`config.mk`:
```
export PLATFORM = sky130hd
export DESIGN_NAME = plti_search
export DESIGN_NICKNAME = d
export VERILOG_FILES = /design/src/sv/plti_pkg.sv /design/src/sv/plti_search.sv
export SDC_FILE = /design/constraint.sdc
export NUM_CORES = 1
export LEC_CHECK = 0
export BUFFER_PORTS_ARGS = -buffer_cell sky130_fd_sc_hd__buf_2
export CORE_ASPECT_RATIO = 1.4
export CORE_MARGIN = 3
export CORE_UTILIZATION = 41
export DETAILED_ROUTE_END_ITERATION = 7
export PLACE_DENSITY_LB_ADDON = 0.12
export REMOVE_ABC_BUFFERS = 1
export SYNTH_ARGS = -nofsm -noshare
export SYNTH_HDL_FRONTEND = slang
export SYNTH_SLANG_ARGS = --single-unit
```
`constraint.sdc`:
```
create_clock -name clock -period 2.5 [get_ports clock]
set_input_delay 0.375 -clock clock [delete_from_list [all_inputs] [get_ports clock]]
set_output_delay 0.375 -clock clock [all_outputs]
set_load 0.01 [all_outputs]
```
`src/sv/plti_pkg.sv`:
```
// ----------------------------------------------------------------------------
// plti_pkg
// Shared constants, breakpoint table and inter-stage types for the
// piecewise-linear refraction index lookup.
// ----------------------------------------------------------------------------
package plti_pkg;

   localparam int ENTRIES    = 42;
   localparam int WAVE_BITS  = 20;
   localparam int INDEX_BITS = 16;
   localparam int SEG_BITS   = (ENTRIES > 2) ? $clog2(ENTRIES) : 1;
   localparam int PROD_BITS  = INDEX_BITS + WAVE_BITS;

   typedef logic [WAVE_BITS-1:0]  wave_type;
   typedef logic [INDEX_BITS-1:0] index_type;
   typedef logic [SEG_BITS-1:0]   seg_type;
   typedef logic [PROD_BITS-1:0]  prod_type;
   typedef logic [1:0]            flag_type;

   localparam flag_type FLAG_INSIDE = 2'd0;
   localparam flag_type FLAG_BELOW  = 2'd1;
   localparam flag_type FLAG_ABOVE  = 2'd2;

   // breakpoint wavelengths, 2^-16 um units
   localparam wave_type ROM_WAVE [ENTRIES] = '{
       3355,  3532,  3696,  3867,  4063,  4280,  4515,  4778,  5079,  5420,
       5806,  6246,  6770,  7386,  7740,  8126,  8552,  9031,  9562, 10158,
      10486, 10833, 11207, 11606, 12039, 12498, 13002, 13540, 14130, 14772,
      15349, 15598, 17105, 18055, 19117, 20316, 23213, 27086, 32499, 40626,
      54172, 81265
   };

   // real index part, 2^-14 units
   localparam index_type ROM_RE [ENTRIES] = '{
      10732, 10240, 10011, 10109, 10404, 11076, 12042, 13271, 14778, 16400,
      18203, 20431, 23216, 27148, 29934, 32768, 35422, 38109, 40829, 43434,
      44417, 45105, 45318, 45089, 44630, 43942, 42926, 41632, 40370, 39207,
      38191, 37323, 36602, 36012, 35504, 35078, 34390, 33849, 33440, 33128,
      32899, 32735
   };

   // extinction part, 2^-14 units
   localparam index_type ROM_IM [ENTRIES] = '{
       6881,  7881,  9175, 10600, 12173, 13779, 15335, 16876, 18186, 19333,
      20644, 22118, 23429, 24904, 25068, 24412, 23593, 21627, 19005, 15761,
      14189, 12288, 10027,  8077,  6226,  4473,  2851,  1671,   934,   475,
        180,   803,    20,     4,     0,     0,     0,     0,     0,     0,
          0,     0
   };

   typedef struct packed {
      wave_type wave;
      seg_type  seg;
      flag_type flag;
   } search_type;

   typedef struct packed {
      index_type lo_re;
      index_type hi_re;
      index_type lo_im;
      index_type hi_im;
      wave_type  dl;
      wave_type  dh;
      flag_type  flag;
   } lerp_type;

   typedef struct packed {
      prod_type num_re;
      prod_type num_im;
      wave_type den;
      flag_type flag;
   } quot_type;

endpackage

```
`src/sv/plti_search.sv`:
```
// ----------------------------------------------------------------------------
// plti_search
// Two-stage segment search: compare against all breakpoints, then encode
// the segment number and the range flag.
// ----------------------------------------------------------------------------
module plti_search (
   input  logic                      clock,
   input  logic                      reset,
   input  logic                      in_valid,
   output logic                      in_ready,
   input  plti_pkg::wave_type        in_wave,
   output logic                      out_valid,
   input  logic                      out_ready,
   output plti_pkg::search_type      out_data
);

   logic                              s1_v_ff;
   plti_pkg::wave_type                s1_wave_ff;
   logic [plti_pkg::ENTRIES-1:0]      s1_gt_ff;
   logic [plti_pkg::ENTRIES-1:0]      s1_gt_in;
   logic                              s1_lt_ff;
   logic                              s1_rdy;

   logic                              s2_v_ff;
   plti_pkg::search_type              s2_data_ff;
   plti_pkg::search_type              s2_data_in;
   logic                              s2_rdy;

   assign s2_rdy   = !s2_v_ff || out_ready;
   assign s1_rdy   = !s1_v_ff || s2_rdy;
   assign in_ready = s1_rdy;

   always_comb begin
      for (int j = 0; j < plti_pkg::ENTRIES; j++) begin
         s1_gt_in[j] = in_wave > plti_pkg::ROM_WAVE[j];
      end
   end

   always_ff @(posedge clock) begin
      if (reset) begin
         s1_v_ff <= 1'b0;
      end else if (s1_rdy) begin
         s1_v_ff <= in_valid;
      end
      if (s1_rdy) begin
         s1_wave_ff <= in_wave;
         s1_gt_ff   <= s1_gt_in;
         s1_lt_ff   <= in_wave < plti_pkg::ROM_WAVE[0];
      end
   end

   // table is increasing, so the highest breakpoint below x marks the segment
   always_comb begin
      s2_data_in.wave = s1_wave_ff;
      s2_data_in.seg  = '0;
      for (int j = 1; j < plti_pkg::ENTRIES - 1; j++) begin
         if (s1_gt_ff[j]) begin
            s2_data_in.seg = plti_pkg::SEG_BITS'(j);
         end
      end
      if (s1_lt_ff) begin
         s2_data_in.flag = plti_pkg::FLAG_BELOW;
      end else if (s1_gt_ff[plti_pkg::ENTRIES-1]) begin
         s2_data_in.flag = plti_pkg::FLAG_ABOVE;
      end else begin
         s2_data_in.flag = plti_pkg::FLAG_INSIDE;
      end
   end

   always_ff @(posedge clock) begin
      if (reset) begin
         s2_v_ff <= 1'b0;
      end else if (s2_rdy) begin
         s2_v_ff <= s1_v_ff;
      end
      if (s2_rdy) begin
         s2_data_ff <= s2_data_in;
      end
   end

   assign out_valid = s2_v_ff;
   assign out_data  = s2_data_ff;

endmodule

```
# Word level (Yosys, flattened, before mapping)
# Cells that the tools add are included.
# word_totals
reg_bits	93
out_inout_bits	30
word_cells	97
# op_classes
order_cmp	43
reduce_logical	5
muxes	40
# op_table
cell	count
greater-than comparator 20 x 14 -> 1 bit, second input constant	16
greater-than comparator 20 x 13 -> 1 bit, second input constant	11
2-to-1 mux 6 bit	30
greater-than comparator 20 x 15 -> 1 bit, second input constant	7
greater-than comparator 20 x 12 -> 1 bit, second input constant	5
greater-than comparator 20 x 16 -> 1 bit, second input constant	2
2-to-1 mux 4 bit	8
greater-than comparator 20 x 17 -> 1 bit, second input constant	1
less-than comparator 20 x 12 -> 1 bit, second input constant	1
OR reduction 9 bit	1
logical NOT 1 bit	2
logical OR 1 bit	2
2-to-1 mux 2 bit	1
2-to-1 mux 1 bit	1

# Longest topological paths before layout
# logic_depth
depth_word	39
mapped_depth	8
ltp_nobuf	5

# Worst setup path before layout
# No wires, ideal clock.
# synth_timing
path_type	register to register
start	reg s2_v_ff, in the netlist out_valid
end	reg s1_gt_ff[10] in the netlist's numbering (enable)
path_slack_ns	0.094
path_buffers	0
t_arrival_ns	1.708
synth_period_minus_slack_ns	2.406
t_required_ns	1.802
stages_incl_launch_ff	3
setup_ns	0.698
path_cell_list	dfxtp_1 > nor2b_1 > nand2_1
# synth_between
elab_chain_len	3
# synth_lines
element	line_no	source
from (decl)	plti_search.sv:24	logic s2_v_ff;
from (signal assigned)	plti_search.sv:74	s2_v_ff <= s1_v_ff;
logical NOT 1 bit	plti_search.sv:29	assign s2_rdy = !s2_v_ff || out_ready;
logical OR 1 bit	plti_search.sv:29	
logical OR 1 bit	plti_search.sv:30	assign s1_rdy = !s1_v_ff || s2_rdy;
net in_ready	plti_search.sv:10	output logic in_ready,
to (signal assigned)	plti_search.sv:47	s1_gt_ff <= s1_gt_in;
to (decl)	plti_search.sv:19	logic [plti_pkg::ENTRIES-1:0] s1_gt_ff;
# The timed path passes the listed nets, and every way through them passes these cells.
# A chain may end at the register's enable or synchronous reset.

# Worst setup path after layout
# layout_timing
start	in in_wave[2]
end	reg s1_gt_ff[21] in the netlist's numbering (data pin)
# layout_between
elab_chain_len	1
# layout_lines
element	line_no	source
from (decl)	plti_search.sv:11	input plti_pkg::wave_type in_wave,
greater-than comparator 20 x 14 -> 1 bit	plti_search.sv:35	s1_gt_in[j] = in_wave > plti_pkg::ROM_WAVE[j];
net s1_gt_in (one bit)	plti_search.sv:20	logic [plti_pkg::ENTRIES-1:0] s1_gt_in;
# The timed path passes the listed nets, and every way through them passes these cells.

==> impl_metrics.toml <==
[outcome]
status = "complete, no violations"

[worst_setup_path]
r2r_setup_slack_ns = 0.67
path_cells = "buf_2 -> or4_1 -> a21oi_1 -> o21ai_0 -> o311ai_0 -> buf_4 -> nand3_1"
crit_type = "input port to register"
cp.required_ns = 2.59
cp_top_family = "simple AND/OR/NAND/NOR gates"
max_stage_delay_ns = 0.60
crit_path_max_fanout = 15
worstSetupEndpointType = "register"
critical_path.startpoint_type = "input port"
crit_buf_inv = 2
crit_arrival_ns = 2.08
cpMaxStageDelayCell = "or4_1"

[timing]
worst_pin_slew_ns = 1.18
finalHoldViolCount = 0
fin_skew_ns = 0.0101
min_period_ns = 1.98
slew_violations = 0
setup_viol = 0
timing.setup.tns_ns = 0
rsz0062_at_grt = "false"
maxSlewHeadroom = 0.210
min_period_over_period = 0.794
timing.fmax_mhz = 504

[logic_synthesis]
synth_area_leaders = "edfxtp_1 53%, a21oi_1 4.1%, o21ai_0 3.6%"
async_reset_ff_frac = 0
synth_warnings = 0
synth.cell_area_um2 = 5140
synth-main-ff-cell = "edfxtp_1"
yosys.cell_types.count = 56
synth_top_area_frac = 0.526
synth_top_family_by_area = "simple AND/OR/NAND/NOR gates"
synth_cells = 519
synthSimpleGateAreaFrac = 0.232
yosys.area_share.adder = 0
synth_edf_count = 90
ys_ff_latch = 92
synth.area.mux_share = 0
seq_area_frac_synth = 0.533
synth-xor-area-share = 0
synth.avg_cell_area_um2 = 9.91
yosysTopAreaCell = "edfxtp_1"
synth_compound_area_frac = 0.193

[clocking]
cts_buffers = 9
postCtsSetupBuffers = 0
cts_tree = "built"
cts_sinks = 92
clockBufferDepth = 2
post_cts_resized = 0
clkTransAtPathRegs_ns = 0.07
cts_htree_levels = 3
clkLatencyLatePin_ns = 0.34
root_buffer = "clkbuf_16"
holdBufCountCts = 0

[route]
drt_wl_total_um = 18300
dr_total_vias = 4797
met1_length_um = 7000
routedWlPerCell_um = 24.4
ant_nets = 0
highest_layer = "met4"
drt_iter0_drc = 624
drcViolationCount = 0
viasPerCell = 6.41
wl_met2_um = 8700
first_pass_iters = 6
route.met3.wl_um = 1310

[layout]
nNetsFinal = 620
drive_gt1_frac = 0.218
antenna_cells = 0
stdcell_count = 748
synthToLayoutAreaGrowth_pct = 19.3
final_util = 0.509

[power]
leakage_nw = 2.08
fin_total_pwr_mw = 3.60
power_density_nw_per_um2 = 586
vdd_drop_max_v = 0.000415

[die]
die_area_um2 = 13900
die-height_um = 139
die_width_um = 101
num_rows = 47
core_area_um2 = 12100
io_pins = 54
start_util = 0.427

[global_route]
grt_overflow = 0
grt_pass1_wl_um = 27800
grtUsageTotal = 0.266
grt_pass1_vias = 4710
antenna_found_initial = 0
grt_max_degree = 41

[placement]
dp_hpwl_um = 13900
portBuffers = 53
placedCellCount = 732
gp_congestion = 1.06

[job]
max_cap_viol_count = 0

[hold_path]
hp-class = "input port to register"
-- per-stage QoR --
step	hold WS (ns)	setup WS [ns]	instance area, um2
finish	0.210	0.516	6140
global route	0.210	0.413	6140
CTS	0.200	0.575	6140
detailed placement	0.405	0.207	5820
global placement	0.401	0.150	5820
floorplan	0.400	0.0943	4970
-- power by group --
part,internal [mW],switching [mW]
clock,0.819,0.590
combinational,0.140,0.285
sequential,1.74,0.0187
total,2.70,0.894
-- state kept, by name, indices dropped and copies added (netlist names) --
name / flops
out_data: 28
out_valid: 1
s1_gt_ff: 41
s1_lt_ff: 1
s1_v_ff: 1
s1_wave_ff: 20
-- synth_stat cells, drive strengths merged (8+ instances only) --
cell	number
o31ai	8
edfxtp	90
buf	11
nor4	21
nand4	9
nor3	17
nor2	47
nand3	18
clkbuf	29
nor2b	9
nor4b	8
a21oi	42
o21ai	37
nand2	44
inv	10
a31oi	12
-- final timing paths --
kind                                startpoint           end  cells after the start
worst max-delay path                in_wave[2]  s1_gt_ff[21]                      7
worst min register to register  s1_wave_ff[14]  out_data[22]                      0
worst min-delay path                     reset     out_valid                      2
worst max register to register    s1_gt_ff[38]   out_data[6]                      4
-- placed cells by master, fill, tap and decap left out, types with 6 or more instances in the layout --
| cell type | synthesis | layout |
|---|---|---|
| nor3b_1 | 7 | 7 |
| nand2_1 | 44 | 43 |
| clkbuf_16 | 0 | 9 |
| nor2b_1 | 9 | 9 |
| inv_1 | 10 | 10 |
| nand2b_1 | 6 | 6 |
| buf_4 | 0 | 53 |
| nor3_1 | 16 | 16 |
| nand4_1 | 9 | 9 |
| o21ai_0 | 37 | 37 |
| a21oi_1 | 42 | 42 |
| nor2_1 | 47 | 47 |
| and3_1 | 6 | 6 |
| buf_2 | 7 | 53 |
| nor4b_1 | 7 | 7 |
| nand3_1 | 18 | 18 |
| edfxtp_1 | 90 | 90 |
| or3_1 | 7 | 7 |
| or4_1 | 6 | 6 |
| and2_1 | 7 | 7 |
| a31oi_1 | 12 | 12 |
| nor4_1 | 21 | 21 |
| o31ai_1 | 8 | 8 |
| a21o_1 | 6 | 6 |
-- layout make-up --
type | count | area (um2)
Timing Repair Buffer | 106 | 663
Clock inverter | 6 | 80.1
Inverter | 10 | 37.5
Fill cell | 1125 | 5920
Tap cell | 147 | 184
Multi-Input combinational cell | 377 | 2190
Sequential cell | 92 | 2740
Clock buffer | 10 | 239
-- worst reg2reg max path, cell delays in order (launching register included) --
cell	delay [ns]
edfxtp_1	0.45
nor4_1	0.60
nand3_1	0.17
or2_2	0.33
a31oi_1	0.14
-- metal layers --
metal | vias up | track usage
li1 | 2171 | -
met1 | 2267 | 0.325
met2 | 286 | 0.421
met3 | 73 | 0.0554
met4 | 0 | 0.169
met5 | - | 0
-- kinds of logic (layout without fill, tap and decap cells) --
group / count (synthesis) / after routing
buffers and inverters: 50 / 132
AOI/OAI and AO/OA: 154 / 154
and+or+nand+nor: 223 / 223
DFF: 92 / 92
Power figures use the tool's default switching activity.
