File: src/sv/plti_pkg.sv
// ----------------------------------------------------------------------------
// plti_pkg
// Shared constants, breakpoint table and inter-stage types for the
// piecewise-linear refraction index lookup.
// ----------------------------------------------------------------------------
package plti_pkg;

   localparam int ENTRIES    = 42;
   localparam int WAVE_BITS  = 20;
   localparam int INDEX_BITS = 16;
   localparam int SEG_BITS   = (ENTRIES > 2) ? $clog2(ENTRIES) : 1;
   localparam int PROD_BITS  = INDEX_BITS + WAVE_BITS;

   typedef logic [WAVE_BITS-1:0]  wave_type;
   typedef logic [INDEX_BITS-1:0] index_type;
   typedef logic [SEG_BITS-1:0]   seg_type;
   typedef logic [PROD_BITS-1:0]  prod_type;
   typedef logic [1:0]            flag_type;

   localparam flag_type FLAG_INSIDE = 2'd0;
   localparam flag_type FLAG_BELOW  = 2'd1;
   localparam flag_type FLAG_ABOVE  = 2'd2;

   // breakpoint wavelengths, 2^-16 um units
   localparam wave_type ROM_WAVE [ENTRIES] = '{
       3355,  3532,  3696,  3867,  4063,  4280,  4515,  4778,  5079,  5420,
       5806,  6246,  6770,  7386,  7740,  8126,  8552,  9031,  9562, 10158,
      10486, 10833, 11207, 11606, 12039, 12498, 13002, 13540, 14130, 14772,
      15349, 15598, 17105, 18055, 19117, 20316, 23213, 27086, 32499, 40626,
      54172, 81265
   };

   // real index part, 2^-14 units
   localparam index_type ROM_RE [ENTRIES] = '{
      10732, 10240, 10011, 10109, 10404, 11076, 12042, 13271, 14778, 16400,
      18203, 20431, 23216, 27148, 29934, 32768, 35422, 38109, 40829, 43434,
      44417, 45105, 45318, 45089, 44630, 43942, 42926, 41632, 40370, 39207,
      38191, 37323, 36602, 36012, 35504, 35078, 34390, 33849, 33440, 33128,
      32899, 32735
   };

   // extinction part, 2^-14 units
   localparam index_type ROM_IM [ENTRIES] = '{
       6881,  7881,  9175, 10600, 12173, 13779, 15335, 16876, 18186, 19333,
      20644, 22118, 23429, 24904, 25068, 24412, 23593, 21627, 19005, 15761,
      14189, 12288, 10027,  8077,  6226,  4473,  2851,  1671,   934,   475,
        180,   803,    20,     4,     0,     0,     0,     0,     0,     0,
          0,     0
   };

   typedef struct packed {
      wave_type wave;
      seg_type  seg;
      flag_type flag;
   } search_type;

   typedef struct packed {
      index_type lo_re;
      index_type hi_re;
      index_type lo_im;
      index_type hi_im;
      wave_type  dl;
      wave_type  dh;
      flag_type  flag;
   } lerp_type;

   typedef struct packed {
      prod_type num_re;
      prod_type num_im;
      wave_type den;
      flag_type flag;
   } quot_type;

endpackage

File: src/sv/plti_mac.sv
// ----------------------------------------------------------------------------
// plti_mac
// Weighted sums for both index parts: products and the segment length in
// one stage, sums in the next.
// ----------------------------------------------------------------------------
module plti_mac (
   input  logic                      clock,
   input  logic                      reset,
   input  logic                      in_valid,
   output logic                      in_ready,
   input  plti_pkg::lerp_type        in_data,
   output logic                      out_valid,
   input  logic                      out_ready,
   output plti_pkg::quot_type        out_data
);

   logic                  m_v_ff;
   plti_pkg::prod_type    p_lo_re_ff;
   plti_pkg::prod_type    p_hi_re_ff;
   plti_pkg::prod_type    p_lo_im_ff;
   plti_pkg::prod_type    p_hi_im_ff;
   plti_pkg::wave_type    m_den_ff;
   plti_pkg::flag_type    m_flag_ff;
   logic                  m_rdy;

   logic                  a_v_ff;
   plti_pkg::quot_type    a_data_ff;
   plti_pkg::quot_type    a_data_in;
   logic                  a_rdy;

   assign a_rdy    = !a_v_ff || out_ready;
   assign m_rdy    = !m_v_ff || a_rdy;
   assign in_ready = m_rdy;

   always_ff @(posedge clock) begin
      if (reset) begin
         m_v_ff <= 1'b0;
      end else if (m_rdy) begin
         m_v_ff <= in_valid;
      end
      if (m_rdy) begin
         p_lo_re_ff <= plti_pkg::prod_type'(in_data.lo_re) * plti_pkg::prod_type'(in_data.dh);
         p_hi_re_ff <= plti_pkg::prod_type'(in_data.hi_re) * plti_pkg::prod_type'(in_data.dl);
         p_lo_im_ff <= plti_pkg::prod_type'(in_data.lo_im) * plti_pkg::prod_type'(in_data.dh);
         p_hi_im_ff <= plti_pkg::prod_type'(in_data.hi_im) * plti_pkg::prod_type'(in_data.dl);
         m_den_ff   <= plti_pkg::wave_type'(in_data.dl + in_data.dh);
         m_flag_ff  <= in_data.flag;
      end
   end

   // sums stay below den * 2^INDEX_BITS, so they fit the product width
   always_comb begin
      a_data_in.num_re = plti_pkg::prod_type'(p_lo_re_ff + p_hi_re_ff);
      a_data_in.num_im = plti_pkg::prod_type'(p_lo_im_ff + p_hi_im_ff);
      a_data_in.den    = m_den_ff;
      a_data_in.flag   = m_flag_ff;
   end

   always_ff @(posedge clock) begin
      if (reset) begin
         a_v_ff <= 1'b0;
      end else if (a_rdy) begin
         a_v_ff <= m_v_ff;
      end
      if (a_rdy) begin
         a_data_ff <= a_data_in;
      end
   end

   assign out_valid = a_v_ff;
   assign out_data  = a_data_ff;

endmodule

File: config.mk
export PLATFORM = sky130hd
export DESIGN_NAME = plti_mac
export DESIGN_NICKNAME = d
export VERILOG_FILES = /design/src/sv/plti_pkg.sv /design/src/sv/plti_mac.sv
export SDC_FILE = /design/constraint.sdc
export NUM_CORES = 2
export LEC_CHECK = 0
export ABC_CLOCK_PERIOD_IN_PS = 7400
export BUFFER_PORTS_ARGS = -buffer_cell sky130_fd_sc_hd__buf_2
export CORE_MARGIN = 3
export CORE_UTILIZATION = 35
export CTS_CLUSTER_SIZE = 28
export DETAILED_ROUTE_END_ITERATION = 16
export PLACE_DENSITY_LB_ADDON = 0.05
export RECOVER_POWER = 25
export SLEW_MARGIN = 20
export SYNTH_ARGS = -nofsm -noshare
export SYNTH_HDL_FRONTEND = slang
export SYNTH_SLANG_ARGS = --single-unit
File: constraint.sdc
create_clock -name clock -period 7.4 [get_ports clock]
set_input_delay 0.74 -clock clock [delete_from_list [all_inputs] [get_ports clock]]
set_output_delay 0.74 -clock clock [all_outputs]
set_load 0.01 [all_outputs]
# --- Word level (Yosys, flattened, before mapping) ---
# Index checks and enable logic that the tools add are counted.
word_totals:
  ram_bits: 0
  latchBits: 0
  inputBits: 110
  out_inout_bits: 96
  word_cells: 23
  mem_count: 0
  regBits: 262
  rom_bits: 0
op_classes:
  n_bitwise: 0
  add_sub_neg: 3
  magnitude_cmp: 0
  n_reduce_logical: 4
  n_div: 0
  n_mux: 0
  n_eq_ne: 0
  shift: 0
  mul: 4
ops:
  columns: ["cell", "count"]
  rows:
  - ["multiplier 16 x 20 -> 36 bit", 4]
  - ["adder 36 bit", 2]
  - ["adder 20 bit", 1]
  - ["zero test 1 bit", 2]
  - ["logical OR 1 bit", 2]

# --- Depth between registers and ports, before layout ---
logic_depth:
  ltp_word: 3
  depth_mapped: 24
  mapped_depth_nobuf: 23

# --- Worst setup path after synthesis ---
# Ideal clock, no wire load.
synth_timing:
  path_type: "input to register"
  start: "in in_data[32] (netlist bit)"
  end: "reg p_hi_re_ff[35], data pin"
  setup_ns: 0.260
  t_arrival_ns: 6.419
  stages: 20
  path_slack_ns: 0.722
  required_time_ns: 7.140
  path_buffers: 2
  path_cell_list: "clkbuf_1 -> nand2_1 -> fa_1 -> fa_1 -> fa_1 -> fa_1 -> inv_1 -> fa_1 -> fa_1 -> ha_1 -> buf_6 -> and3_1 -> a31oi_1 -> o2111a_2 -> nor2_2 -> a221o_1 -> or4b_1 -> a31o_1 -> a31oi_1 -> xnor2_1"
synth_via:
  elab_chain_len: 1
synth_rtl:
  columns: ["element", "line_no", "rtl"]
  rows:
  - ["start, declared", "plti_mac.sv:11", "input plti_pkg::lerp_type in_data,"]
  - ["multiplier 16 x 20 -> 36 bit", "plti_mac.sv:43", "p_hi_re_ff <= plti_pkg::prod_type'(in_data.hi_re) * plti_pkg::prod_type'(in_data.dl);"]
  - ["end signal, assigned", "plti_mac.sv:43", null]
  - ["end, declared", "plti_mac.sv:19", "plti_pkg::prod_type p_hi_re_ff;"]
# Every way passes these cells.
# A chain may end at the register's enable or synchronous reset.

# --- Final worst setup path ---
layout_timing:
  start: "in in_data[22] (netlist bit)"
  end: "reg p_hi_im_ff[34], data pin"
layout_via:
  elab_chain_len: 1
layout_rtl:
  columns: ["element", "line_no", "rtl"]
  rows:
  - ["multiplier 16 x 20 -> 36 bit", "plti_mac.sv:45", "p_hi_im_ff <= plti_pkg::prod_type'(in_data.hi_im) * plti_pkg::prod_type'(in_data.dl);"]
  - ["end signal, assigned", "plti_mac.sv:45", null]
  - ["end, declared", "plti_mac.sv:21", "plti_pkg::prod_type p_hi_im_ff;"]
# Every way passes these cells.

==> impl_metrics.py <==
metrics = {
    "synth": {
        "synth_flop_cell": "edfxtp_1",
        "synth_fa_ha_area_share_pct": 49.8,
        "ys.warnings.count": 0,
        "yosys.area.top_type_share_pct": 37.6,
        "yosysSeqAreaShare_pct": 14.7,
        "syn_area_sq_um": 53500,
        "synth_top_family_by_area": "adder cells",
        "synth_edf_count": 260,
        "synth.distinct_cells": 71,
        "yosys.area_share.simple_pct": 15.5,
        "yosys.area.top_type": "fa_1",
        "synthXorXnorAreaFrac_pct": 3.46,
        "syn_area_per_cell_sq_um": 9.47,
        "synthesis.nets": 7279,
        "async_flop_share_pct": 0,
        "ys_ff_latch": 262,
        "synthMuxAreaShare_pct": 0.0211,
        "syn_inst": 5645,
        "synth_area_leaders": "fa_1 (38%), edfxtp_1 (15%), ha_1 (12%)",
        "synth-compound-area-share_pct": 7.00,
    },
    "global_route": {
        "grt_use_met2_pct": 33.8,
        "grt_overflow": 0,
        "grt_pass1_wl_microns": 248000,
        "antenna_found_initial": 6,
        "track_usage_pct": 20.2,
        "grt_busiest_layer": "met2",
        "grt_pass1_vias": 41201,
        "use_met3_pct": 1.99,
        "grt_util_met1_pct": 29.0,
        "grt_max_degree": 84,
    },
    "place": {
        "place_inst": 7710,
        "hpwlAfterDp_microns": 124000,
        "place.gp.congestion": 0.828,
        "portBuffers": 205,
    },
    "worst_setup_path": {
        "arrival_ns": 6.96,
        "crit_fanout": 18,
        "crit-reg2reg-launch": "out_valid",
        "critPathKind": "primary input to flip-flop",
        "timing.rr.end": "out_data[36]",
        "cp-start-kind": "primary input",
        "rr_worst_depth": 3,
        "worstPathRequired_ns": 7.72,
        "ff2ff_setup_slack_ns": 3.69,
        "cp-end-kind": "flip-flop",
    },
    "min_path": {
        "worstHoldStart": "reset",
        "min_to": "out_valid",
        "hold_class": "primary input to flip-flop",
        "hold_depth": 2,
    },
    "sta": {
        "maxSlewViolCount": 92,
        "holdWs_ns": 0.331,
        "skew_ns": 0.0130,
        "final_hold_viol_count": 0,
        "period_needed_ns": 6.64,
        "setup_violations": 0,
        "tightest_slew_ns": 2.30,
        "rsz0062_at_grt": "false",
        "max_freq_mhz": 151,
        "slew_headroom_pct": -53.6,
        "fin_crit_sh_pct": 89.8,
        "setup_tns_ns": 0,
    },
    "clock_tree": {
        "cts_root_buf": "clkbuf_16",
        "postCtsSetupRepairBufs": 0,
        "cts_tree": "built",
        "cts.sinks": 262,
        "post_cts_resized": 0,
        "cts-hold-fix-buffers": 0,
        "cts_buffers": 29,
        "clockBufferDepth": 3,
        "htreeDepth": 1,
        "insertion_delay_ns": 0.58,
        "clk_pin_slew_worst_paths_ns": 0.06,
    },
    "drt": {
        "drc": 0,
        "route.antenna.remaining_nets": 0,
        "drtIter0Drc": 1691,
        "drt-total-wl_microns": 155000,
        "vias": 37835,
        "wl_per_cell_microns": 20.0,
        "firstDrtPassIters": 5,
        "via_per_inst": 4.87,
    },
    "status": {
        "violations": "capacitance limit, slew limit",
        "status": "complete, but fails checks",
    },
    "floorplan": {
        "coreArea_sq_um": 151000,
        "core.rowCount": 142,
        "die-width_microns": 397,
        "ios": 206,
        "start_util_pct": 35.4,
        "dieArea_sq_um": 157000,
        "fp.dieH_microns": 397,
    },
    "run": {
        "drv_cap": 2,
    },
    "cells_and_area": {
        "drive_gt1_share_pct": 6.14,
        "instances_no_fill": 7766,
        "nNetsFinal": 7359,
        "areaGrowthSynthToFinish_pct": 8.28,
    },
}
## state kept, by name, summed over array words and instances, names as in the netlist
register and cells:
p_lo_re_ff 36, m_den_ff 20, p_hi_re_ff 36, p_hi_im_ff 36
m_flag_ff 2, out_valid 1, p_lo_im_ff 36, m_v_ff 1
out_data 94
## cells in the final DEF, fill, tap and decap left out, drive strengths merged, types with 11 or more instances in the layout
master	instances
o31ai	17
inv	1099
and2	584
xor2	64
clkinv	13
and3	25
nand2b	31
o21a	31
edfxtp	260
buf	293
nor2b	34
a21oi	196
clkbuf	54
a211oi	11
a21o	94
o211ai	15
xnor2	147
fa	1003
nor2	116
o21ai	97
nand2	797
nand3	41
ha	521
nand4	19
o21bai	22
nor3	24
a31oi	30
## metrics by stage
stage / setup slack [ns] / utilization (%) / cell area (sq um)
after global placement: 0.231 / 37.7 / 56900
after CTS: 0.868 / 38.4 / 57900
after global routing: 0.376 / 38.4 / 57900
final: 0.757 / 38.4 / 57900
after floorplan: 0.722 / - / 53500
after detailed placement: 0.224 / 37.7 / 56900
## cells in the mapped netlist, drive strengths merged, types with 4 or more instances
| master | number |
|---|---|
| nor2b | 34 |
| o31a | 4 |
| nand2b | 31 |
| nor3 | 24 |
| and3 | 25 |
| o21ai | 97 |
| fa | 1003 |
| a21oi | 196 |
| or2 | 4 |
| nor4 | 4 |
| xnor2 | 147 |
| xor2 | 64 |
| o21bai | 22 |
| a211oi | 11 |
| o31ai | 17 |
| a21o | 94 |
| o211ai | 15 |
| clkbuf | 265 |
| nand2 | 797 |
| nand3 | 41 |
| a311oi | 6 |
| a21boi | 6 |
| and2 | 584 |
| edfxtp | 260 |
| a31o | 5 |
| o21a | 31 |
| a211o | 7 |
| a41oi | 8 |
| a31oi | 30 |
| a311o | 7 |
| nand4 | 19 |
| inv | 1098 |
| nor2 | 116 |
| ha | 521 |
## critical path, cell delays in order
cell and delay, ns:
buf_2 0.44, clkbuf_1 0.74, nand2_1 0.15, fa_1 0.50, fa_1 0.50, inv_1 0.06, fa_1 0.39, fa_1 0.43
fa_1 0.53, inv_1 0.06, fa_1 0.48, inv_1 0.04, ha_1 0.34, a21o_1 0.22, a311o_1 0.34, a21oi_1 0.20
o21ai_1 0.18, a221o_1 0.39, nand4_1 0.12, o311ai_1 0.09
## worst max-delay path by stage
stage | start | end | slack (ns) | cells after the start
after floorplan | in_data[32] | p_hi_re_ff[35] | 0.72 | 20
after global placement | in_data[28] | p_hi_re_ff[35] | 0.23 | 23
after detailed placement | in_data[28] | p_hi_re_ff[35] | 0.22 | 23
after CTS | in_data[28] | p_hi_re_ff[35] | 0.87 | 23
after global routing | in_data[22] | p_hi_im_ff[33] | 0.38 | 22
final | in_data[22] | p_hi_im_ff[34] | 0.76 | 20
## layout make-up
type                            count  area (sq um)
Tap cell                         2016          2520
Sequential cell                   262          7850
Clock inverter                     21           244
Multi-Input combinational cell   4019         40500
Clock buffer                       32           737
Antenna cell                        3          7.51
Fill cell                       15538         93000
Timing Repair Buffer              315          1920
Inverter                         1098          4120
## per-layer routing
layer / share of wire [%] / routed length [microns]
met1: 48 / 74200
met2: 47 / 73200
met3: 3.6 / 5540
met4: 1.5 / 2250
met5: 0.0077 / 12
## cells by family (layout without fill, tap and decap cells)
group / after synthesis / in the layout
AND/OR/NAND/NOR: 1697 / 1697
multiplexers: 1 / 1
flip-flops: 262 / 262
AO/OA/AOI/OAI: 586 / 586
other: 0 / 3
XOR/XNOR: 211 / 211
adder cells (fa/ha/maj): 1524 / 1524
buffers and inverters: 1364 / 1466
Power is not shown: default switching activity piles up to over one toggle a cycle in this logic, so the estimate is an artifact.
