**config.mk**
```make
export PLATFORM = sky130hd
export DESIGN_NAME = plti_div
export DESIGN_NICKNAME = d
export VERILOG_FILES = /design/src/sv/plti_pkg.sv /design/src/sv/plti_div.sv
export SDC_FILE = /design/constraint.sdc
export NUM_CORES = 2
export LEC_CHECK = 0
export ABC_AREA = 0
export BUFFER_PORTS_ARGS = -buffer_cell sky130_fd_sc_hd__buf_2
export CAP_MARGIN = 20
export CORE_UTILIZATION = 35
export CTS_CLUSTER_SIZE = 12
export DETAILED_ROUTE_END_ITERATION = 6
export SKIP_LAST_GASP = 1
export SLEW_MARGIN = 15
export SYNTH_ARGS = -nofsm -noshare
export SYNTH_HDL_FRONTEND = slang
export SYNTH_SLANG_ARGS = --single-unit
```
**constraint.sdc**
```tcl
create_clock -name clock -period 12.3 [get_ports clock]
set_input_delay 2.46 -clock clock [delete_from_list [all_inputs] [get_ports clock]]
set_output_delay 2.46 -clock clock [all_outputs]
set_load 0.03 [all_outputs]
```
**src/sv/plti_pkg.sv**
```systemverilog
// ----------------------------------------------------------------------------
// plti_pkg
// Shared constants, breakpoint table and inter-stage types for the
// piecewise-linear refraction index lookup.
// ----------------------------------------------------------------------------
package plti_pkg;

   localparam int ENTRIES    = 42;
   localparam int WAVE_BITS  = 20;
   localparam int INDEX_BITS = 16;
   localparam int SEG_BITS   = (ENTRIES > 2) ? $clog2(ENTRIES) : 1;
   localparam int PROD_BITS  = INDEX_BITS + WAVE_BITS;

   typedef logic [WAVE_BITS-1:0]  wave_type;
   typedef logic [INDEX_BITS-1:0] index_type;
   typedef logic [SEG_BITS-1:0]   seg_type;
   typedef logic [PROD_BITS-1:0]  prod_type;
   typedef logic [1:0]            flag_type;

   localparam flag_type FLAG_INSIDE = 2'd0;
   localparam flag_type FLAG_BELOW  = 2'd1;
   localparam flag_type FLAG_ABOVE  = 2'd2;

   // breakpoint wavelengths, 2^-16 um units
   localparam wave_type ROM_WAVE [ENTRIES] = '{
       3355,  3532,  3696,  3867,  4063,  4280,  4515,  4778,  5079,  5420,
       5806,  6246,  6770,  7386,  7740,  8126,  8552,  9031,  9562, 10158,
      10486, 10833, 11207, 11606, 12039, 12498, 13002, 13540, 14130, 14772,
      15349, 15598, 17105, 18055, 19117, 20316, 23213, 27086, 32499, 40626,
      54172, 81265
   };

   // real index part, 2^-14 units
   localparam index_type ROM_RE [ENTRIES] = '{
      10732, 10240, 10011, 10109, 10404, 11076, 12042, 13271, 14778, 16400,
      18203, 20431, 23216, 27148, 29934, 32768, 35422, 38109, 40829, 43434,
      44417, 45105, 45318, 45089, 44630, 43942, 42926, 41632, 40370, 39207,
      38191, 37323, 36602, 36012, 35504, 35078, 34390, 33849, 33440, 33128,
      32899, 32735
   };

   // extinction part, 2^-14 units
   localparam index_type ROM_IM [ENTRIES] = '{
       6881,  7881,  9175, 10600, 12173, 13779, 15335, 16876, 18186, 19333,
      20644, 22118, 23429, 24904, 25068, 24412, 23593, 21627, 19005, 15761,
      14189, 12288, 10027,  8077,  6226,  4473,  2851,  1671,   934,   475,
        180,   803,    20,     4,     0,     0,     0,     0,     0,     0,
          0,     0
   };

   typedef struct packed {
      wave_type wave;
      seg_type  seg;
      flag_type flag;
   } search_type;

   typedef struct packed {
      index_type lo_re;
      index_type hi_re;
      index_type lo_im;
      index_type hi_im;
      wave_type  dl;
      wave_type  dh;
      flag_type  flag;
   } lerp_type;

   typedef struct packed {
      prod_type num_re;
      prod_type num_im;
      wave_type den;
      flag_type flag;
   } quot_type;

endpackage

```
**src/sv/plti_div.sv**
```systemverilog
// ----------------------------------------------------------------------------
// plti_div
// Pipelined restoring divider, one quotient bit per stage, for both index
// parts against the shared segment length.
// ----------------------------------------------------------------------------
module plti_div (
   input  logic                      clock,
   input  logic                      reset,
   input  logic                      in_valid,
   output logic                      in_ready,
   input  plti_pkg::quot_type        in_data,
   output logic                      out_valid,
   input  logic                      out_ready,
   output plti_pkg::index_type       out_re,
   output plti_pkg::index_type       out_im,
   output plti_pkg::flag_type        out_flag
);

   localparam int STAGES = plti_pkg::INDEX_BITS;

   logic                  v_ff      [STAGES];
   plti_pkg::wave_type    rem_re_ff [STAGES];
   plti_pkg::wave_type    rem_im_ff [STAGES];
   plti_pkg::index_type   sh_re_ff  [STAGES];
   plti_pkg::index_type   sh_im_ff  [STAGES];
   plti_pkg::wave_type    den_ff    [STAGES];
   plti_pkg::flag_type    flag_ff   [STAGES];
   logic                  rdy       [STAGES];

   logic                  src_v      [STAGES];
   plti_pkg::wave_type    src_rem_re [STAGES];
   plti_pkg::wave_type    src_rem_im [STAGES];
   plti_pkg::index_type   src_sh_re  [STAGES];
   plti_pkg::index_type   src_sh_im  [STAGES];
   plti_pkg::wave_type    src_den    [STAGES];
   plti_pkg::flag_type    src_flag   [STAGES];

   assign in_ready = rdy[0];

   for (genvar s = 0; s < STAGES; s++) begin : g_stage
      logic [plti_pkg::WAVE_BITS:0] trial_re;
      logic [plti_pkg::WAVE_BITS:0] trial_im;
      logic                         ge_re;
      logic                         ge_im;

      if (s == 0) begin : g_first
         // quotient fits INDEX_BITS, so the upper part starts below den
         assign src_v[s]      = in_valid;
         assign src_rem_re[s] = in_data.num_re[plti_pkg::PROD_BITS-1:plti_pkg::INDEX_BITS];
         assign src_rem_im[s] = in_data.num_im[plti_pkg::PROD_BITS-1:plti_pkg::INDEX_BITS];
         assign src_sh_re[s]  = in_data.num_re[plti_pkg::INDEX_BITS-1:0];
         assign src_sh_im[s]  = in_data.num_im[plti_pkg::INDEX_BITS-1:0];
         assign src_den[s]    = in_data.den;
         assign src_flag[s]   = in_data.flag;
      end else begin : g_next
         assign src_v[s]      = v_ff[s-1];
         assign src_rem_re[s] = rem_re_ff[s-1];
         assign src_rem_im[s] = rem_im_ff[s-1];
         assign src_sh_re[s]  = sh_re_ff[s-1];
         assign src_sh_im[s]  = sh_im_ff[s-1];
         assign src_den[s]    = den_ff[s-1];
         assign src_flag[s]   = flag_ff[s-1];
      end

      if (s == STAGES - 1) begin : g_last_rdy
         assign rdy[s] = !v_ff[s] || out_ready;
      end else begin : g_mid_rdy
         assign rdy[s] = !v_ff[s] || rdy[s+1];
      end

      assign trial_re = {src_rem_re[s], src_sh_re[s][plti_pkg::INDEX_BITS-1]};
      assign trial_im = {src_rem_im[s], src_sh_im[s][plti_pkg::INDEX_BITS-1]};
      assign ge_re    = trial_re >= {1'b0, src_den[s]};
      assign ge_im    = trial_im >= {1'b0, src_den[s]};

      always_ff @(posedge clock) begin
         if (reset) begin
            v_ff[s] <= 1'b0;
         end else if (rdy[s]) begin
            v_ff[s] <= src_v[s];
         end
         if (rdy[s]) begin
            // remainder stays below den, so the top bit drops
            rem_re_ff[s] <= ge_re ? plti_pkg::wave_type'(trial_re - {1'b0, src_den[s]})
                                  : plti_pkg::wave_type'(trial_re);
            rem_im_ff[s] <= ge_im ? plti_pkg::wave_type'(trial_im - {1'b0, src_den[s]})
                                  : plti_pkg::wave_type'(trial_im);
            sh_re_ff[s]  <= {src_sh_re[s][plti_pkg::INDEX_BITS-2:0], ge_re};
            sh_im_ff[s]  <= {src_sh_im[s][plti_pkg::INDEX_BITS-2:0], ge_im};
            den_ff[s]    <= src_den[s];
            flag_ff[s]   <= src_flag[s];
         end
      end
   end

   assign out_valid = v_ff[STAGES-1];
   assign out_re    = sh_re_ff[STAGES-1];
   assign out_im    = sh_im_ff[STAGES-1];
   assign out_flag  = flag_ff[STAGES-1];

endmodule

```
==> Word-level counts from Yosys, hierarchy flattened <==
Memory sizes are Yosys's and may differ from the RTL's.
Index checks and enable logic that the tools add are counted.
{ "classes": {"add_sub_neg": 32, "multipliers": 0, "n_div": 0, "order_cmp": 32, "n_eq_ne": 0, "shift": 0, "muxes": 114, "n_bitwise": 16, "n_reduce_logical": 32} }
{ "ops": {"columns": ["cell", "count"], "rows": [
  ["greater-or-equal comparator 21 x 20 -> 1 bit", 32],
  ["two-way mux 20 bit", 32],
  ["subtractor 20 bit", 32],
  ["two-way mux 1 bit", 82],
  ["logical NOT 1 bit", 16],
  ["logical OR 1 bit", 16],
  ["bitwise OR 1 bit", 16]
]} }
{ "word_totals": {"register_bits": 0, "latch_bits": 0, "ram_bits": 1520, "romBits": 0, "input_bits": 98, "out_inout_bits": 36, "elab_cells": 233, "mem_count": 7} }
{ "memory_table": {"columns": ["memory", "words", "word_bits", "rd", "rd_ports_with_merged_regs", "write_ports", "line", "source"], "rows": [
  ["den_ff", 16, 20, 15, 0, 16, "plti_div.sv:26", "plti_pkg::wave_type den_ff [STAGES];"],
  ["rem_im_ff", 16, 20, 15, 0, 16, "plti_div.sv:23", "plti_pkg::wave_type rem_im_ff [STAGES];"],
  ["rem_re_ff", 16, 20, 15, 0, 16, "plti_div.sv:22", "plti_pkg::wave_type rem_re_ff [STAGES];"],
  ["sh_im_ff", 16, 16, 16, 0, 16, "plti_div.sv:25", "plti_pkg::index_type sh_im_ff [STAGES];"],
  ["sh_re_ff", 16, 16, 16, 0, 16, "plti_div.sv:24", "plti_pkg::index_type sh_re_ff [STAGES];"],
  ["flag_ff", 16, 2, 16, 0, 16, "plti_div.sv:27", "plti_pkg::flag_type flag_ff [STAGES];"],
  ["1 more memories", null, null, null, null, null, null, null]
]} }

==> Depth between registers and ports, before layout <==
{ "depth": {"depth_word": 21, "mapped_depth": 12, "depth_no_buf": 11} }

==> Worst setup path before layout <==
No wires, ideal clock.
{ "synth_path": {"kind": "input to output", "start": "in out_ready", "end": "out in_ready", "arrival_time_ps": 9861, "t_required_ps": 9840, "setup_slack_ps": -21, "cell_stages": 8, "n_path_buf": 0, "cell_sequence": "nor2b_1 > nand2_1 > nor2_1 > and2_1 > inv_1 > nor2_1 > and3_1 > nand3_1"} }
{ "synth_lines": {"columns": ["item", "line", "source"], "rows": [
  ["start, declared", "plti_div.sv:13", "input logic out_ready,"],
  ["end, declared", "plti_div.sv:10", "output logic in_ready,"]
]} }

==> results by stage <==
Floorplanning:
- The die covers 233700 sq um.
- The die extent in x is 483.4 um.
- The initial standard-cell utilization of the core is 35.25%.
- After floorplanning, the core was divided into 176 placement rows.
- The overall die height is 483.4 um.
- The placeable core region is 230100 sq um.
- The total I/O pin count is 134.

Placement:
- The HPWL after detailed placement is 169100 um.
- The total of buffers placed on input and output ports is 133.
- The final weighted congestion of routability-driven global placement is 0.9179.

Detailed routing:
- For this run, design rule violations remaining after detail routing come to 0.
- Once detail routing completed, the nets flagged for antenna violations numbered 0.
- The routed layout has 51870 vias.
- After detailed routing, the average wire length per cell comes to 20.78 um.
- Dividing the detail-routed via count by the number of cells gives 5.157.
- The first detailed-routing pass ran for 7 iterations.
- The total wirelength of the detailed-routed design is 209100 um.
- The number of DRC markers after the initial detailed-route iteration is 2832.

Finish:
- The share of layout cells above drive strength 1 is 12.93%.
- After filler insertion, the fill cell instance count of the layout stands at 21720.
- Leaving out fill and tap cells, the most frequent cells in the layout are 1460 x edfxtp_1, 640 x ha_1, 527 x inv_1.
- The multi-input combinational cells in the finished layout cover a total of 34720 sq um.
- The growth of design area from synthesis to finish is 12.13%.
- Leaving out fill and tap cells, the most frequent cell in the layout is edfxtp_1.
- The sequential cell area is 43840 sq um.
- The post-layout net count is 7672.

Worst setup path:
- By startpoint and endpoint, the worst setup path is classified as input pin to output pin.
- The endpoint class of the critical path is an output pin.
- The number of buffers and inverters on the critical path is 3.
- The critical path goes through buf_2, nor2b_1, nand2_4, nor2_1, and2_1, clkinv_2, nor2_1, and3_1, nand3_4, buf_2.
- The worst-case register-to-register setup slack is 7330 ps.
- The library cell contributing the largest single delay on the critical path is nor2_1.
- STA puts the critical path data required time at 9840 ps.
- The dominant delay contributor by cell family on the critical path is simple AND/OR/NAND/NOR gates.
- Along the worst path, the maximum fanout reaches 38.
- The worst setup path is launched from an input pin.
- The worst endpoint data arrival time is 5960 ps.
- The largest single stage delay on the critical path is 560 ps.

Timing:
- The worst slew margin relative to its limit is 22.73%.
- The hold violation count in the final report was 0.
- The count of pins over their slew limit is 0.
- The setup skew after layout is 37.39 ps.
- The final-report setup violation count is 0.
- Dividing the final minimum period by the clock period gives 68.47%.
- Counting I/O delays and the setup requirement, the final critical path takes 8422 ps.
- At the pin with the least slew margin, the transition time is 1152 ps.
- Setup repair after global routing left no endpoint under its margin.
- Setup total negative slack on the finished layout was measured at 0 ps.
- Based on the critical path, the design can be clocked at up to 118.7 MHz.

Clock network:
- The sink count of the clock tree is 1460.
- The number of setup buffers added after CTS is 0.
- The clock tree root driver cell is clkbuf_16.
- TritonCTS built the clock tree.
- Buffers inserted to repair hold after CTS numbered 0.
- In this run, post-CTS repair resized a total of 0 instances.
- CTS built an H-tree with a depth of 4.
- Clock latency on the worst-skew pair, taken at its later pin, is 830 ps.
- The clock passes through at most 3 buffers.
- The CTS buffer count is 167.
- After clock tree synthesis, the clock-pin slew on the worst setup and hold paths is 60 ps.

Logic synthesis:
- The total of warnings raised by yosys is 0.
- The synthesized netlist contains 87 unique library cells.
- The number of nets handed over by synthesis was 7434.
- In this run the cell area of the synthesized design comes to 81110 sq um.
- Averaged over all synthesized cells, the footprint is 12.17 sq um.
- In the synthesized netlist the dominant register cell turns out to be edfxtp_1.
- The gate count after technology mapping is 6666.
- In this run, synthesis inferred 1460 flip-flops with an integrated enable.
- In this run, synthesis produced a sequential element count of 1460.
- After synthesis, the share of flip-flops with an asynchronous set or reset is 0%.
- The fraction of the yosys area taken by sequential cells is 54.05%.

Power and ir drop:
- For this design the static power due to leakage is 36.29 nW.
- The sum of internal, switching and leakage power is 0.02522 W.
- For this design the ratio of total power to cell area is 277.3 nW/um^2.
- The largest voltage drop on the vdd net is 0.1335 mV.

Hold path:
- The min-delay analysis places its worst path in the category register to register.

Global route:
- Global routing used 17.46% of the available tracks.
- The number of antenna violations at the first check in global routing is 3.
- Entering global routing, the biggest net connects 91 pins.
- The number of global-route vias before repair is 53250.
- The first global-routing pass estimated 312100 um of wire.
- Summed over all layers, the global routing overflow is 0.

Run:
- The tool flagged a number of max-cap violations equal to 0.

Run status:
- The run finished with clean final reports.
## cell usage after synthesis (all sizes together), types with 11 or more instances
cell type  count  area, sq um
a21oi        425         2142
xor2         125         1095
xnor2        290         2540
mux2         398         4519
mux2i         66        660.6
nand2b       116        725.7
a31o          12        105.1
nand3         84        430.4
or2           50        312.8
o21ai        315         1588
a21boi        30        225.2
and3          50        312.8
or4           15        112.6
a211oi        55        417.9
o2111ai       14        122.6
o31a          21        183.9
ha           640         8008
o211ai        49        367.9
clkbuf        18        67.56
buf           98        603.1
nor3         143        715.7
o31ai         43        332.8
nand2        292         1099
inv          535         2008
o21a         134         1006
o311ai        14        130.1
a21o         129        968.4
or3           43        269.0
a31oi         47        294.0
nor4          28        175.2
fa            30        600.6
nor2b        136        850.8
nor3b         24        180.2
and2          41        256.5
nor2         410         1539
o211a         11        110.1
nand4         91        569.3
a211o         25        219.0
o21bai        36        270.3
edfxtp      1460        43840
## per-stage QoR
stage / hold slack, ps / instances / util (%) / cell area (sq um) / setup WS (ps)
after CTS: 405.3 / 10050 / 39.49 / 90880 / 3733
after detailed placement: 404.5 / 9758 / 37.12 / 85410 / 3739
after floorplan: 400.3 / 6666 / - / 81120 / 1062
final: 401.7 / 10060 / 39.52 / 90950 / 3878
after global placement: 400.7 / 9755 / 37.10 / 85380 / 3881
after global routing: 415.2 / 10060 / 39.52 / 90950 / 3425
## final timing paths
check | startpoint | to | cells past startpoint
worst max register to register | v_ff[1][7] | sh_im_ff[0][62] | 10
worst min-delay path | sh_im_ff[1][2] | sh_im_ff[1][19] | 0
worst min register to register | sh_im_ff[1][2] | sh_im_ff[1][19] | 0
worst max-delay path | out_ready | in_ready | 10
## worst reg2reg max path, cell delays in order, from the launching register on
cell      delay [ps]
edfxtp_1         330
nor2b_1          370
nand2_4          390
nor2_1           350
and2_1           370
clkinv_2         520
nor2_1           570
and2_1           330
and3_1           340
nand2_4          410
buf_4            610
## area by class of cell
class | count | area share, %
Antenna cell | 2 | 0.005503
Clock buffer | 213 | 4.855
Clock inverter | 83 | 1.157
Inverter | 535 | 2.223
Multi-Input combinational cell | 4555 | 38.17
Sequential cell | 1460 | 48.20
Tap cell | 3026 | 4.163
Timing Repair Buffer | 185 | 1.223
## where the power goes
| part | total (W) | switching [W] | internal, W |
|---|---|---|---|
| Clock | 0.00497 | 0.00200 | 0.00296 |
| Sequential | 0.00875 | 0.000966 | 0.00779 |
| Combinational | 0.0115 | 0.00636 | 0.00514 |
## cell families (layout without fill, tap and decap cells)
family                     after synthesis  after routing  share of synthesized area (%)
other                                    0              2                              0
buffers and inverters                  651           1016                          3.303
DFF                                   1460           1460                          54.05
and+or+nand+nor                       1558           1558                          9.673
muxes                                  464            464                          6.386
adders and majority gates              670            670                          10.61
xor gates and xnor gates               415            415                          4.481
AOI/OAI and AO/OA                     1448           1448                          11.49
## layer usage
layer	wire length [um]	track usage, %	vias to the layer above
met5	13	0	-
met4	10470	8.505	2
met3	6302	2.217	390
met2	110700	33.21	1049
met1	81520	18.88	25030
li1	-	-	25400
## state kept, by name, summed over array words and instances, names as in the netlist
| name | count |
|---|---|
| den_ff | 300 |
| rem_im_ff | 300 |
| rem_re_ff | 300 |
| sh_im_ff | 256 |
| sh_re_ff | 256 |
| flag_ff | 32 |
| v_ff | 16 |
(Power assumes the default switching activity.)
